**src/rtl/tphc_pkg.sv**
```systemverilog
// tphc_pkg: shared types, constants and the end-around fold for the
// transport pseudo-header checksum core. Used by all modules; depends on nothing.
`timescale 1ns / 1ps
`default_nettype none

package tphc_pkg;

    localparam int MAX_SEGMENT_BYTES_DEF = 65535;

    localparam int CFG_IDX_W  = 2;
    localparam int CFG_DATA_W = 32;

    localparam logic [CFG_IDX_W-1:0] REG_PROTOCOL_MODE       = 2'd0;
    localparam logic [CFG_IDX_W-1:0] REG_SOURCE_ADDRESS      = 2'd1;
    localparam logic [CFG_IDX_W-1:0] REG_DESTINATION_ADDRESS = 2'd2;

    typedef enum logic [1:0] {
        MODE_TCP  = 2'd0,
        MODE_UDP  = 2'd1,
        MODE_ICMP = 2'd2
    } t_mode;

    localparam logic [15:0] PROTO_NUM_TCP = 16'd6;
    localparam logic [15:0] PROTO_NUM_UDP = 16'd17;

    localparam logic [4:0] OFFSET_TCP_CHECK  = 5'd16;
    localparam logic [4:0] OFFSET_UDP_CHECK  = 5'd6;
    localparam logic [4:0] OFFSET_ICMP_CHECK = 5'd2;

    // configuration view handed to the datapath
    typedef struct packed {
        logic [4:0]  chk_off;
        logic [15:0] pseudo_sum;
        logic        pseudo_en;
    } t_cfg;

    // a finished segment waiting for the pseudo-header add
    typedef struct packed {
        logic [15:0] sum;
        logic [15:0] len;
        logic        ovf;
    } t_fin;

    // ones' complement fold of up to five 16-bit terms
    function automatic logic [15:0] fold16(input logic [18:0] v);
        logic [16:0] t1;
        t1 = 17'(v[15:0]) + 17'(v[18:16]);
        return t1[15:0] + 16'(t1[16]);
    endfunction

endpackage

`default_nettype wire

```
**src/rtl/tphc_in_if.sv**
```systemverilog
// tphc_in_if: valid/ready channel carrying segment bytes.
// Stand-alone; no package dependency.
`timescale 1ns / 1ps
`default_nettype none

interface tphc_in_if;
    logic       valid;
    logic       ready;
    logic [7:0] segment_byte;
    logic       final_byte;

    modport source (output valid, output segment_byte, output final_byte, input ready);
    modport sink   (input valid, input segment_byte, input final_byte, output ready);
endinterface

`default_nettype wire

```
**src/rtl/tphc_out_if.sv**
```systemverilog
// tphc_out_if: valid/ready channel carrying checksum results.
// Stand-alone; no package dependency.
`timescale 1ns / 1ps
`default_nettype none

interface tphc_out_if;
    logic        valid;
    logic        ready;
    logic [15:0] checksum_value;
    logic [15:0] segment_length;
    logic        length_overflow;

    modport source (output valid, output checksum_value, output segment_length,
                    output length_overflow, input ready);
    modport sink   (input valid, input checksum_value, input segment_length,
                    input length_overflow, output ready);
endinterface

`default_nettype wire

```
**src/rtl/transport_pseudo_header_checksum_core.sv**
```systemverilog
// Internet checksum of one TCP, UDP or ICMP segment, fed a byte per beat,
// with the IPv4 pseudo-header added for TCP and UDP.
//
// Channels: i_seg (sink) carries segment_byte and final_byte; o_res
// (source) carries checksum_value, segment_length and length_overflow,
// one result per beat marked final. A beat moves when valid and ready are
// both high. Configuration goes through i_cfg_wr_en / i_cfg_index /
// i_cfg_data: 0 protocol mode, 1 source address, 2 destination address;
// write it only while no segment is in flight.
// Throughput: one byte per cycle while i_seg.ready is high; the end-around
// add of a byte pair into the running sum loops through one register. Path:
// the edge that accepts the final byte puts the sum in the finished-segment
// register, then the pseudo-header add goes into the output register.
// Stall: a result holds in the output register; one more finished segment
// waits behind it, and i_seg.ready drops only when both are full.
// Reset (synchronous, active low): control registers to zero, mode TCP,
// no segment in progress; the block takes bytes once reset ends.
// Depends on tphc_pkg, tphc_in_if, tphc_out_if and the tphc_* submodules.
`timescale 1ns / 1ps
`default_nettype none

module transport_pseudo_header_checksum_core #(
    parameter int MAX_SEGMENT_BYTES = tphc_pkg::MAX_SEGMENT_BYTES_DEF
) (
    input  wire logic                            i_clk,
    input  wire logic                            i_rst_n,
    input  wire logic                            i_cfg_wr_en,
    input  wire logic [tphc_pkg::CFG_IDX_W-1:0]  i_cfg_index,
    input  wire logic [tphc_pkg::CFG_DATA_W-1:0] i_cfg_data,
    tphc_in_if.sink                              i_seg,
    tphc_out_if.source                           o_res
);

    tphc_pkg::t_cfg cfg;
    tphc_pkg::t_fin fin;
    logic           fin_valid;
    logic           fin_take;
    logic           accept;

    // a new beat fits whenever the finished-segment slot is free or draining
    assign i_seg.ready = !fin_valid || fin_take;
    assign accept      = i_seg.valid && i_seg.ready;

    tphc_cfg_regs u_cfg (
        .i_clk       (i_clk),
        .i_rst_n     (i_rst_n),
        .i_cfg_wr_en (i_cfg_wr_en),
        .i_cfg_index (i_cfg_index),
        .i_cfg_data  (i_cfg_data),
        .o_cfg       (cfg)
    );

    tphc_accum #(
        .MAX_SEGMENT_BYTES (MAX_SEGMENT_BYTES)
    ) u_accum (
        .i_clk       (i_clk),
        .i_rst_n     (i_rst_n),
        .i_cfg       (cfg),
        .i_accept    (accept),
        .i_byte      (i_seg.segment_byte),
        .i_final     (i_seg.final_byte),
        .i_fin_take  (fin_take),
        .o_fin_valid (fin_valid),
        .o_fin       (fin)
    );

    tphc_finish #(
        .MAX_SEGMENT_BYTES (MAX_SEGMENT_BYTES)
    ) u_finish (
        .i_clk       (i_clk),
        .i_rst_n     (i_rst_n),
        .i_cfg       (cfg),
        .i_fin_valid (fin_valid),
        .i_fin       (fin),
        .o_fin_take  (fin_take),
        .o_res       (o_res)
    );

endmodule

`default_nettype wire

```
**src/rtl/tphc_cfg_regs.sv**
```systemverilog
// tphc_cfg_regs: configuration registers and the precomputed constant
// part of the pseudo-header sum. Depends on tphc_pkg.
`timescale 1ns / 1ps
`default_nettype none

module tphc_cfg_regs (
    input  wire logic                           i_clk,
    input  wire logic                           i_rst_n,
    input  wire logic                           i_cfg_wr_en,
    input  wire logic [tphc_pkg::CFG_IDX_W-1:0] i_cfg_index,
    input  wire logic [tphc_pkg::CFG_DATA_W-1:0] i_cfg_data,
    output tphc_pkg::t_cfg                      o_cfg
);

    logic [1:0]  r_mode;
    logic [31:0] r_src;
    logic [31:0] r_dst;
    logic [15:0] r_pseudo, n_pseudo;
    logic        pseudo_en;
    logic [15:0] proto;
    logic [18:0] raw_sum;

    always_ff @(posedge i_clk) begin
        if (!i_rst_n) begin
            r_mode <= 2'd0;
            r_src  <= 32'd0;
            r_dst  <= 32'd0;
        end else if (i_cfg_wr_en) begin
            case (i_cfg_index)
                tphc_pkg::REG_PROTOCOL_MODE:       r_mode <= i_cfg_data[1:0];
                tphc_pkg::REG_SOURCE_ADDRESS:      r_src  <= i_cfg_data;
                tphc_pkg::REG_DESTINATION_ADDRESS: r_dst  <= i_cfg_data;
                default: ;
            endcase
        end
    end

    always_comb begin
        pseudo_en = (r_mode == tphc_pkg::MODE_TCP) || (r_mode == tphc_pkg::MODE_UDP);
        proto     = (r_mode == tphc_pkg::MODE_TCP) ? tphc_pkg::PROTO_NUM_TCP
                                                   : tphc_pkg::PROTO_NUM_UDP;
        raw_sum   = 19'(r_src[31:16]) + 19'(r_src[15:0]) + 19'(r_dst[31:16])
                  + 19'(r_dst[15:0]) + 19'(proto);
        n_pseudo  = tphc_pkg::fold16(raw_sum);
    end

    // address part only matters at the end of a segment, so registering it is fine
    always_ff @(posedge i_clk) begin
        r_pseudo <= n_pseudo;
    end

    always_comb begin
        case (r_mode)
            tphc_pkg::MODE_TCP: o_cfg.chk_off = tphc_pkg::OFFSET_TCP_CHECK;
            tphc_pkg::MODE_UDP: o_cfg.chk_off = tphc_pkg::OFFSET_UDP_CHECK;
            default:            o_cfg.chk_off = tphc_pkg::OFFSET_ICMP_CHECK;
        endcase
        o_cfg.pseudo_sum = r_pseudo;
        o_cfg.pseudo_en  = pseudo_en;
    end

endmodule

`default_nettype wire

```
**src/rtl/tphc_accum.sv**
```systemverilog
// tphc_accum: per-beat word assembly, running ones' complement sum and
// byte count; hands each finished segment to the finish stage. Depends on tphc_pkg.
`timescale 1ns / 1ps
`default_nettype none

module tphc_accum #(
    parameter int MAX_SEGMENT_BYTES = tphc_pkg::MAX_SEGMENT_BYTES_DEF
) (
    input  wire logic           i_clk,
    input  wire logic           i_rst_n,
    input  tphc_pkg::t_cfg      i_cfg,
    input  wire logic           i_accept,
    input  wire logic [7:0]     i_byte,
    input  wire logic           i_final,
    input  wire logic           i_fin_take,
    output logic                o_fin_valid,
    output tphc_pkg::t_fin      o_fin
);

    localparam int CW    = $clog2(MAX_SEGMENT_BYTES + 2);
    localparam int CMP_W = (CW > 5) ? CW : 5;

    logic [15:0]       r_sum, n_sum;
    logic [7:0]        r_held, n_held;
    logic              r_odd, n_odd;
    logic [CW-1:0]     r_count, n_count, cnt_inc;
    logic              r_fin_valid, n_fin_valid;
    tphc_pkg::t_fin    r_fin, n_fin;
    logic [CMP_W-1:0]  cnt_ext, off_ext;
    logic [7:0]        b_eff;
    logic [15:0]       word, sum_w;
    logic              ovf;

    always_comb begin
        cnt_ext = CMP_W'(r_count);
        off_ext = CMP_W'(i_cfg.chk_off);
        // the segment's own checksum field counts as zero
        b_eff   = ((cnt_ext == off_ext) || (cnt_ext == off_ext + CMP_W'(1))) ? 8'h00 : i_byte;
        // an even byte that ends the segment is padded low with zero
        word    = r_odd ? {r_held, b_eff} : {b_eff, 8'h00};
        sum_w   = tphc_pkg::fold16(19'(r_sum) + 19'(word));
        cnt_inc = (r_count <= CW'(MAX_SEGMENT_BYTES)) ? r_count + CW'(1) : r_count;
        ovf     = cnt_inc > CW'(MAX_SEGMENT_BYTES);

        n_sum       = r_sum;
        n_held      = r_held;
        n_odd       = r_odd;
        n_count     = r_count;
        n_fin       = r_fin;
        n_fin_valid = r_fin_valid && !i_fin_take;

        if (i_accept) begin
            if (i_final) begin
                n_sum       = 16'd0;
                n_held      = 8'd0;
                n_odd       = 1'b0;
                n_count     = '0;
                n_fin_valid = 1'b1;
                n_fin.sum   = sum_w;
                n_fin.ovf   = ovf;
                n_fin.len   = ovf ? 16'(MAX_SEGMENT_BYTES) : 16'(cnt_inc);
            end else begin
                n_count = cnt_inc;
                if (r_odd) begin
                    n_sum  = sum_w;
                    n_held = 8'd0;
                    n_odd  = 1'b0;
                end else begin
                    n_held = b_eff;
                    n_odd  = 1'b1;
                end
            end
        end
    end

    always_ff @(posedge i_clk) begin
        if (!i_rst_n) begin
            r_sum       <= 16'd0;
            r_held      <= 8'd0;
            r_odd       <= 1'b0;
            r_count     <= '0;
            r_fin_valid <= 1'b0;
        end else begin
            r_sum       <= n_sum;
            r_held      <= n_held;
            r_odd       <= n_odd;
            r_count     <= n_count;
            r_fin_valid <= n_fin_valid;
        end
    end

    always_ff @(posedge i_clk) begin
        r_fin <= n_fin;
    end

    assign o_fin_valid = r_fin_valid;
    assign o_fin       = r_fin;

    a_count_bounded: assert property (@(posedge i_clk) disable iff (!i_rst_n)
        r_count <= CW'(MAX_SEGMENT_BYTES + 1))
        else $error("byte count past saturation");

    a_held_clear_when_even: assert property (@(posedge i_clk) disable iff (!i_rst_n)
        !r_odd |-> (r_held == 8'd0))
        else $error("held byte left over at even position");

    a_final_clears: assert property (@(posedge i_clk) disable iff (!i_rst_n)
        (i_accept && i_final) |=> (r_count == '0) && (r_sum == 16'd0) && !r_odd && r_fin_valid)
        else $error("segment state not cleared after final beat");

endmodule

`default_nettype wire

```
**src/rtl/tphc_finish.sv**
```systemverilog
// tphc_finish: adds pseudo-header and length for TCP/UDP, inverts, and holds
// the result in the output register. Depends on tphc_pkg and tphc_out_if.
`timescale 1ns / 1ps
`default_nettype none

module tphc_finish #(
    parameter int MAX_SEGMENT_BYTES = tphc_pkg::MAX_SEGMENT_BYTES_DEF
) (
    input  wire logic          i_clk,
    input  wire logic          i_rst_n,
    input  tphc_pkg::t_cfg     i_cfg,
    input  wire logic          i_fin_valid,
    input  tphc_pkg::t_fin     i_fin,
    output logic               o_fin_take,
    tphc_out_if.source         o_res
);

    logic        r_out_valid, n_out_valid;
    logic [15:0] r_chk, n_chk;
    logic [15:0] r_len;
    logic        r_ovf;
    logic [18:0] total;

    always_comb begin
        o_fin_take  = i_fin_valid && (!r_out_valid || o_res.ready);
        total       = i_cfg.pseudo_en
                    ? 19'(i_fin.sum) + 19'(i_cfg.pseudo_sum) + 19'(i_fin.len)
                    : 19'(i_fin.sum);
        n_chk       = ~tphc_pkg::fold16(total);
        n_out_valid = o_fin_take || (r_out_valid && !o_res.ready);
    end

    always_ff @(posedge i_clk) begin
        if (!i_rst_n) begin
            r_out_valid <= 1'b0;
        end else begin
            r_out_valid <= n_out_valid;
        end
    end

    always_ff @(posedge i_clk) begin
        if (o_fin_take) begin
            r_chk <= n_chk;
            r_len <= i_fin.len;
            r_ovf <= i_fin.ovf;
        end
    end

    assign o_res.valid           = r_out_valid;
    assign o_res.checksum_value  = r_chk;
    assign o_res.segment_length  = r_len;
    assign o_res.length_overflow = r_ovf;

    a_fin_waits_on_stall: assert property (@(posedge i_clk) disable iff (!i_rst_n)
        (i_fin_valid && r_out_valid && !o_res.ready) |-> !o_fin_take)
        else $error("finished segment taken over a stalled result");

    a_ovf_saturates: assert property (@(posedge i_clk) disable iff (!i_rst_n)
        (r_out_valid && r_ovf) |-> (r_len == 16'(MAX_SEGMENT_BYTES)))
        else $error("overflowed length not saturated");

endmodule

`default_nettype wire

```
**src/flat_wrapper.sv**
```systemverilog
// flat-port wrapper written by rule: the top's interface ports become plain ports
module transport_pseudo_header_checksum_core_flat 
#(
    parameter int MAX_SEGMENT_BYTES = tphc_pkg::MAX_SEGMENT_BYTES_DEF
)
  (i_clk, i_rst_n, i_cfg_wr_en, i_cfg_index, i_cfg_data, i_seg_valid, i_seg_segment_byte, i_seg_final_byte, i_seg_ready, o_res_valid, o_res_checksum_value, o_res_segment_length, o_res_length_overflow, o_res_ready);
  tphc_in_if i_seg_i ();
  tphc_out_if o_res_i ();
  input  wire logic i_clk;
  input  wire logic i_rst_n;
  input  wire logic i_cfg_wr_en;
  input  wire logic [tphc_pkg::CFG_IDX_W-1:0] i_cfg_index;
  input  wire logic [tphc_pkg::CFG_DATA_W-1:0] i_cfg_data;
  input wire logic [$bits(i_seg_i.valid)-1:0] i_seg_valid;
  input wire logic [$bits(i_seg_i.segment_byte)-1:0] i_seg_segment_byte;
  input wire logic [$bits(i_seg_i.final_byte)-1:0] i_seg_final_byte;
  output wire logic [$bits(i_seg_i.ready)-1:0] i_seg_ready;
  output wire logic [$bits(o_res_i.valid)-1:0] o_res_valid;
  output wire logic [$bits(o_res_i.checksum_value)-1:0] o_res_checksum_value;
  output wire logic [$bits(o_res_i.segment_length)-1:0] o_res_segment_length;
  output wire logic [$bits(o_res_i.length_overflow)-1:0] o_res_length_overflow;
  input wire logic [$bits(o_res_i.ready)-1:0] o_res_ready;
  assign i_seg_i.valid = i_seg_valid;
  assign i_seg_i.segment_byte = i_seg_segment_byte;
  assign i_seg_i.final_byte = i_seg_final_byte;
  assign i_seg_ready = i_seg_i.ready;
  assign o_res_valid = o_res_i.valid;
  assign o_res_checksum_value = o_res_i.checksum_value;
  assign o_res_segment_length = o_res_i.segment_length;
  assign o_res_length_overflow = o_res_i.length_overflow;
  assign o_res_i.ready = o_res_ready;
  transport_pseudo_header_checksum_core #(.MAX_SEGMENT_BYTES(MAX_SEGMENT_BYTES)) u_core (.i_clk(i_clk), .i_rst_n(i_rst_n), .i_cfg_wr_en(i_cfg_wr_en), .i_cfg_index(i_cfg_index), .i_cfg_data(i_cfg_data), .i_seg(i_seg_i), .o_res(o_res_i));
endmodule
```
**config.mk**
```make
export PLATFORM = sky130hd
export DESIGN_NAME = transport_pseudo_header_checksum_core_flat
export DESIGN_NICKNAME = d
export VERILOG_FILES = /design/src/rtl/tphc_pkg.sv /design/src/rtl/tphc_in_if.sv /design/src/rtl/tphc_out_if.sv /design/src/rtl/transport_pseudo_header_checksum_core.sv /design/src/rtl/tphc_cfg_regs.sv /design/src/rtl/tphc_accum.sv /design/src/rtl/tphc_finish.sv /design/src/flat_wrapper.sv
export SDC_FILE = /design/constraint.sdc
export NUM_CORES = 1
export LEC_CHECK = 0
export ABC_AREA = 1
export BUFFER_PORTS_ARGS = -buffer_cell sky130_fd_sc_hd__buf_2
export CORE_MARGIN = 4
export CORE_UTILIZATION = 64
export CTS_BUF_LIST = sky130_fd_sc_hd__clkbuf_8
export CTS_CLUSTER_SIZE = 8
export DETAILED_ROUTE_END_ITERATION = 12
export HOLD_SLACK_MARGIN = 0.12
export PLACE_DENSITY = 0.83
export REMOVE_ABC_BUFFERS = 1
export SLEW_MARGIN = 20
export SYNTH_ARGS = -nofsm -noshare
export SYNTH_HDL_FRONTEND = slang
export SYNTH_SLANG_ARGS = --single-unit
```
**constraint.sdc**
```tcl
create_clock -name i_clk -period 7 [get_ports i_clk]
set_input_delay 1.05 -clock i_clk [delete_from_list [all_inputs] [get_ports i_clk]]
set_output_delay 1.05 -clock i_clk [all_outputs]
set_load 0.02 [all_outputs]
```
==> impl_metrics.tcl <==
set metrics [dict create \
    cts.sinks 192 \
    synth_most_common_cell "nand2_1" \
    vias_per_cell 5.47 \
    path_class "flip-flop to flip-flop" \
    area_growth_syn_to_layout_pct 8.51 \
    numCtsBuffers 17 \
    min_period_ns 6.55 \
    r2r_cells 39 \
    synth_warnings 0 \
    cts_tree "built" \
    critPathMaxFanout 3 \
    hold_class "flip-flop to flip-flop" \
    vias 12100 \
    clock_latency_ns 0.49 \
    cp_top_family "simple AND/OR/NAND/NOR gates" \
    start_util_pct 65.3 \
    period_share_pct 93.6 \
    critical_path_depth 39 \
    synthFlopType "dfxtp_1" \
    synth.avg_cell_area_um2 7.49 \
    dp_slack_ns 0.307 \
    drive_gt1_share_pct 13.9 \
    io_buffers 82 \
    grt.met2_usage_pct 46.4 \
    timing.rr.start "u_core.u_cfg.r_src[2]$_SDFFE_PN0P_" \
    core_area_um2 21100 \
    drc_errors 0 \
    cts_buffer_depth 2 \
    max_freq_mhz 153 \
    met1_usage_pct 38.5 \
    htree_levels 4 \
    detail-route-antenna-nets 0 \
    postSynth.asyncResetShare_pct 0 \
    finalWorstSetupSlack_ns 0.447 \
    post-route-util_pct 70.8 \
    gp_congestion 0.962 \
    grt_antenna_before_repair 0 \
    std_cell_rows 53 \
    hold_viol 0 \
    slew_headroom_pct 42.4 \
    status "finished clean" \
    cp_slowest_stage_delay_ns 0.55 \
    cpMaxStageDelayCell "fa_1" \
    wl_per_cell_um 15.1 \
    power_density_nw_per_um2 265 \
    globalRouteTotalUtil_pct 28.2 \
    dp_hpwl_um 26600 \
    root_buffer "clkbuf_8" \
    peakVddDrop_uv 154 \
    r2r-end "u_core.u_cfg.r_pseudo[11]$_DFF_P_" \
    startpoint "u_core.u_cfg.r_src[2]$_SDFFE_PN0P_" \
    path_buf_inv 6 \
    first_pass_iters 7 \
    rrSetupSlack_ns 0.45 \
    ys_seq_area_share_pct 32.7 \
    ys_top_cells_by_area "dfxtp_1, edfxtp_1, nand2_1" \
    synth_edf_count 66 \
    use_met3_pct 3.64 \
    pin_count 83 \
    first_iter_violations 788 \
    maxCapViolations 0 \
    cp-endpoint "u_core.u_cfg.r_pseudo[11]$_DFF_P_" \
    report.final.slew_viol_count 0 \
    grt-ovfl-total 0 \
    die_h_um 155 \
    synth_cell_types 52 \
    yosysTopAreaCellShare_pct 18.3 \
    syn_inst 1838 \
    leakagePower_nw 7.25 \
    start_kind "flip-flop" \
    hold_buffers 0 \
    worst_pin_slew_ns 0.860 \
    setup_viol 0 \
    path_clk_slew_ns 0.11 \
    synth_commonest_cells "nand2_1, inv_1, nor2_1, dfxtp_1, nand3_1" \
    syn_area_um2 13800 \
    fillers 1776 \
    top_usage_layer "met2" \
    skew_ns 0.0288 \
    grt_pass1_vias 11400 \
    synth_area_leader_cell "dfxtp_1" \
    die_width_um 155 \
    grt_pass1_wl_um 54600 \
    wl_um 33300 \
    critPathArrivalTime_ns 6.97 \
    finalNetCount 2095 \
    crit_required_ns 7.42 \
    dieArea_um2 23900 \
    hold_ws_ns 0.471 \
    endpoint_kind "flip-flop" \
    grt_max_degree 75 \
    ys_ff_latch 192 \
]
==> layout make-up <==
cell class              instances  area (um^2)  area share [%]
multi-input cells            1330         8120            54.3
flip-flops and latches        192         4500            30.2
inverters                     279         1050            7.01
repair buffers                 96          536            3.58
well taps                     275          344            2.30
clock buffers                  18          248            1.66
clock inverters                14          140           0.938
diodes                          1         2.50          0.0168
==> state kept, by name (all words and copies together), names as in the netlist, 8 cells and up <==
name                                  flops
u_core.u_finish.o_res.checksum_value     16
u_core.u_cfg.r_pseudo                    16
u_core.u_accum.cnt_ext                   17
u_core.u_finish.o_res.segment_length     16
u_core.u_accum.r_sum                     16
u_core.u_cfg.r_src                       32
u_core.u_cfg.r_dst                       32
u_core.u_accum.r_held                     8
u_core.u_accum.o_fin                     33
==> tightest hold or removal path: cells and delay by family, from the launching register on <==
family | cells | cell delay [ns]
flip-flops | 1 | 0.32
AND/OR/NAND/NOR | 1 | 0.06
AO/OA/AOI/OAI | 1 | 0.05
==> layer usage <==
metal	share of wire (%)	wire, um	vias up
met5	0	0	-
met4	2.8	939	0
met3	6.6	2200	64
met2	46	15500	388
met1	44	14700	5521
li1	-	-	6082
==> worst min-delay path by stage <==
stage,slack (ns),end,start,depth (start not counted)
3_5_place_dp,0.46,u_core.u_accum.r_held[2]$_SDFFE_PN0P_,u_core.u_accum.r_held[2]$_SDFFE_PN0P_,2
4_1_cts,0.47,u_core.u_accum.r_held[2]$_SDFFE_PN0P_,u_core.u_accum.r_held[2]$_SDFFE_PN0P_,2
6_report,0.47,u_core.u_accum.r_held[2]$_SDFFE_PN0P_,u_core.u_accum.r_held[2]$_SDFFE_PN0P_,2
3_3_place_gp,0.45,u_core.u_accum.r_held[7]$_SDFFE_PN0P_,u_core.u_accum.r_held[7]$_SDFFE_PN0P_,2
5_1_grt,0.49,u_core.u_accum.r_held[2]$_SDFFE_PN0P_,u_core.u_accum.r_held[2]$_SDFFE_PN0P_,2
2_1_floorplan,0.40,u_core.u_finish.o_res.length_overflow$_DFFE_PP_,u_core.u_accum.o_fin[0]$_DFFE_PP_,0
==> metrics by stage <==
step | std cells | instance area, um^2 | TNS (ns) | power, mW
2_1_floorplan | 1801 | 13600 | 0 | 2.75
3_3_place_gp | 2169 | 14500 | 0 | 3.17
3_5_place_dp | 2169 | 14500 | 0 | 3.22
4_1_cts | 2201 | 14900 | 0 | 3.94
5_1_grt | 2204 | 14900 | -0.00673 | 4.27
6_report | 2205 | 14900 | 0 | 3.96
==> repair_timing <==
action,4_1_cts,5_1_grt
gates resized for setup,0,6
setup buffers,0,2
setup endpoints to repair,0,6
==> logic make-up (layout without fill, tap and decap cells) <==
family          after synthesis  after routing  share of synthesized area, %
xor+xnor                     52             52                          3.74
simple gates                917            917                          31.0
compound gates              230            230                          8.95
fa+ha+maj                   131            131                          14.9
buf+inv                     316            407                          8.64
flops                       192            192                          32.7
other cells                   0              1                             0
==> layout by cell type (no fill, tap or decap), types with 9 or more instances in the layout <==
| master | Yosys | layout |
|---|---|---|
| inv_1 | 261 | 261 |
| nor2_1 | 187 | 185 |
| a21oi_1 | 92 | 91 |
| o21ai_0 | 103 | 103 |
| nand2_2 | 41 | 41 |
| buf_4 | 0 | 13 |
| nand3_1 | 113 | 112 |
| or2_2 | 21 | 21 |
| nor2_4 | 10 | 10 |
| nand2_1 | 419 | 419 |
| inv_2 | 13 | 13 |
| o21ai_1 | 9 | 9 |
| clkbuf_8 | 0 | 18 |
| nor3_1 | 20 | 18 |
| ha_1 | 76 | 76 |
| nor2_2 | 13 | 15 |
| nand4_1 | 52 | 52 |
| xor2_1 | 37 | 37 |
| edfxtp_1 | 66 | 66 |
| nand3_2 | 13 | 13 |
| dfxtp_1 | 126 | 126 |
| buf_2 | 3 | 82 |
| fa_1 | 55 | 53 |
| xnor2_1 | 10 | 10 |
==> power breakdown <==
group	internal, mW	switching (mW)	total, mW	leakage (nW)
Sequential	1.27	0.0674	1.34	1.65
Clock	0.275	0.450	0.725	0.202
Combinational	0.608	1.28	1.89	5.40
No activity file was read; power rests on OpenSTA's default activity.
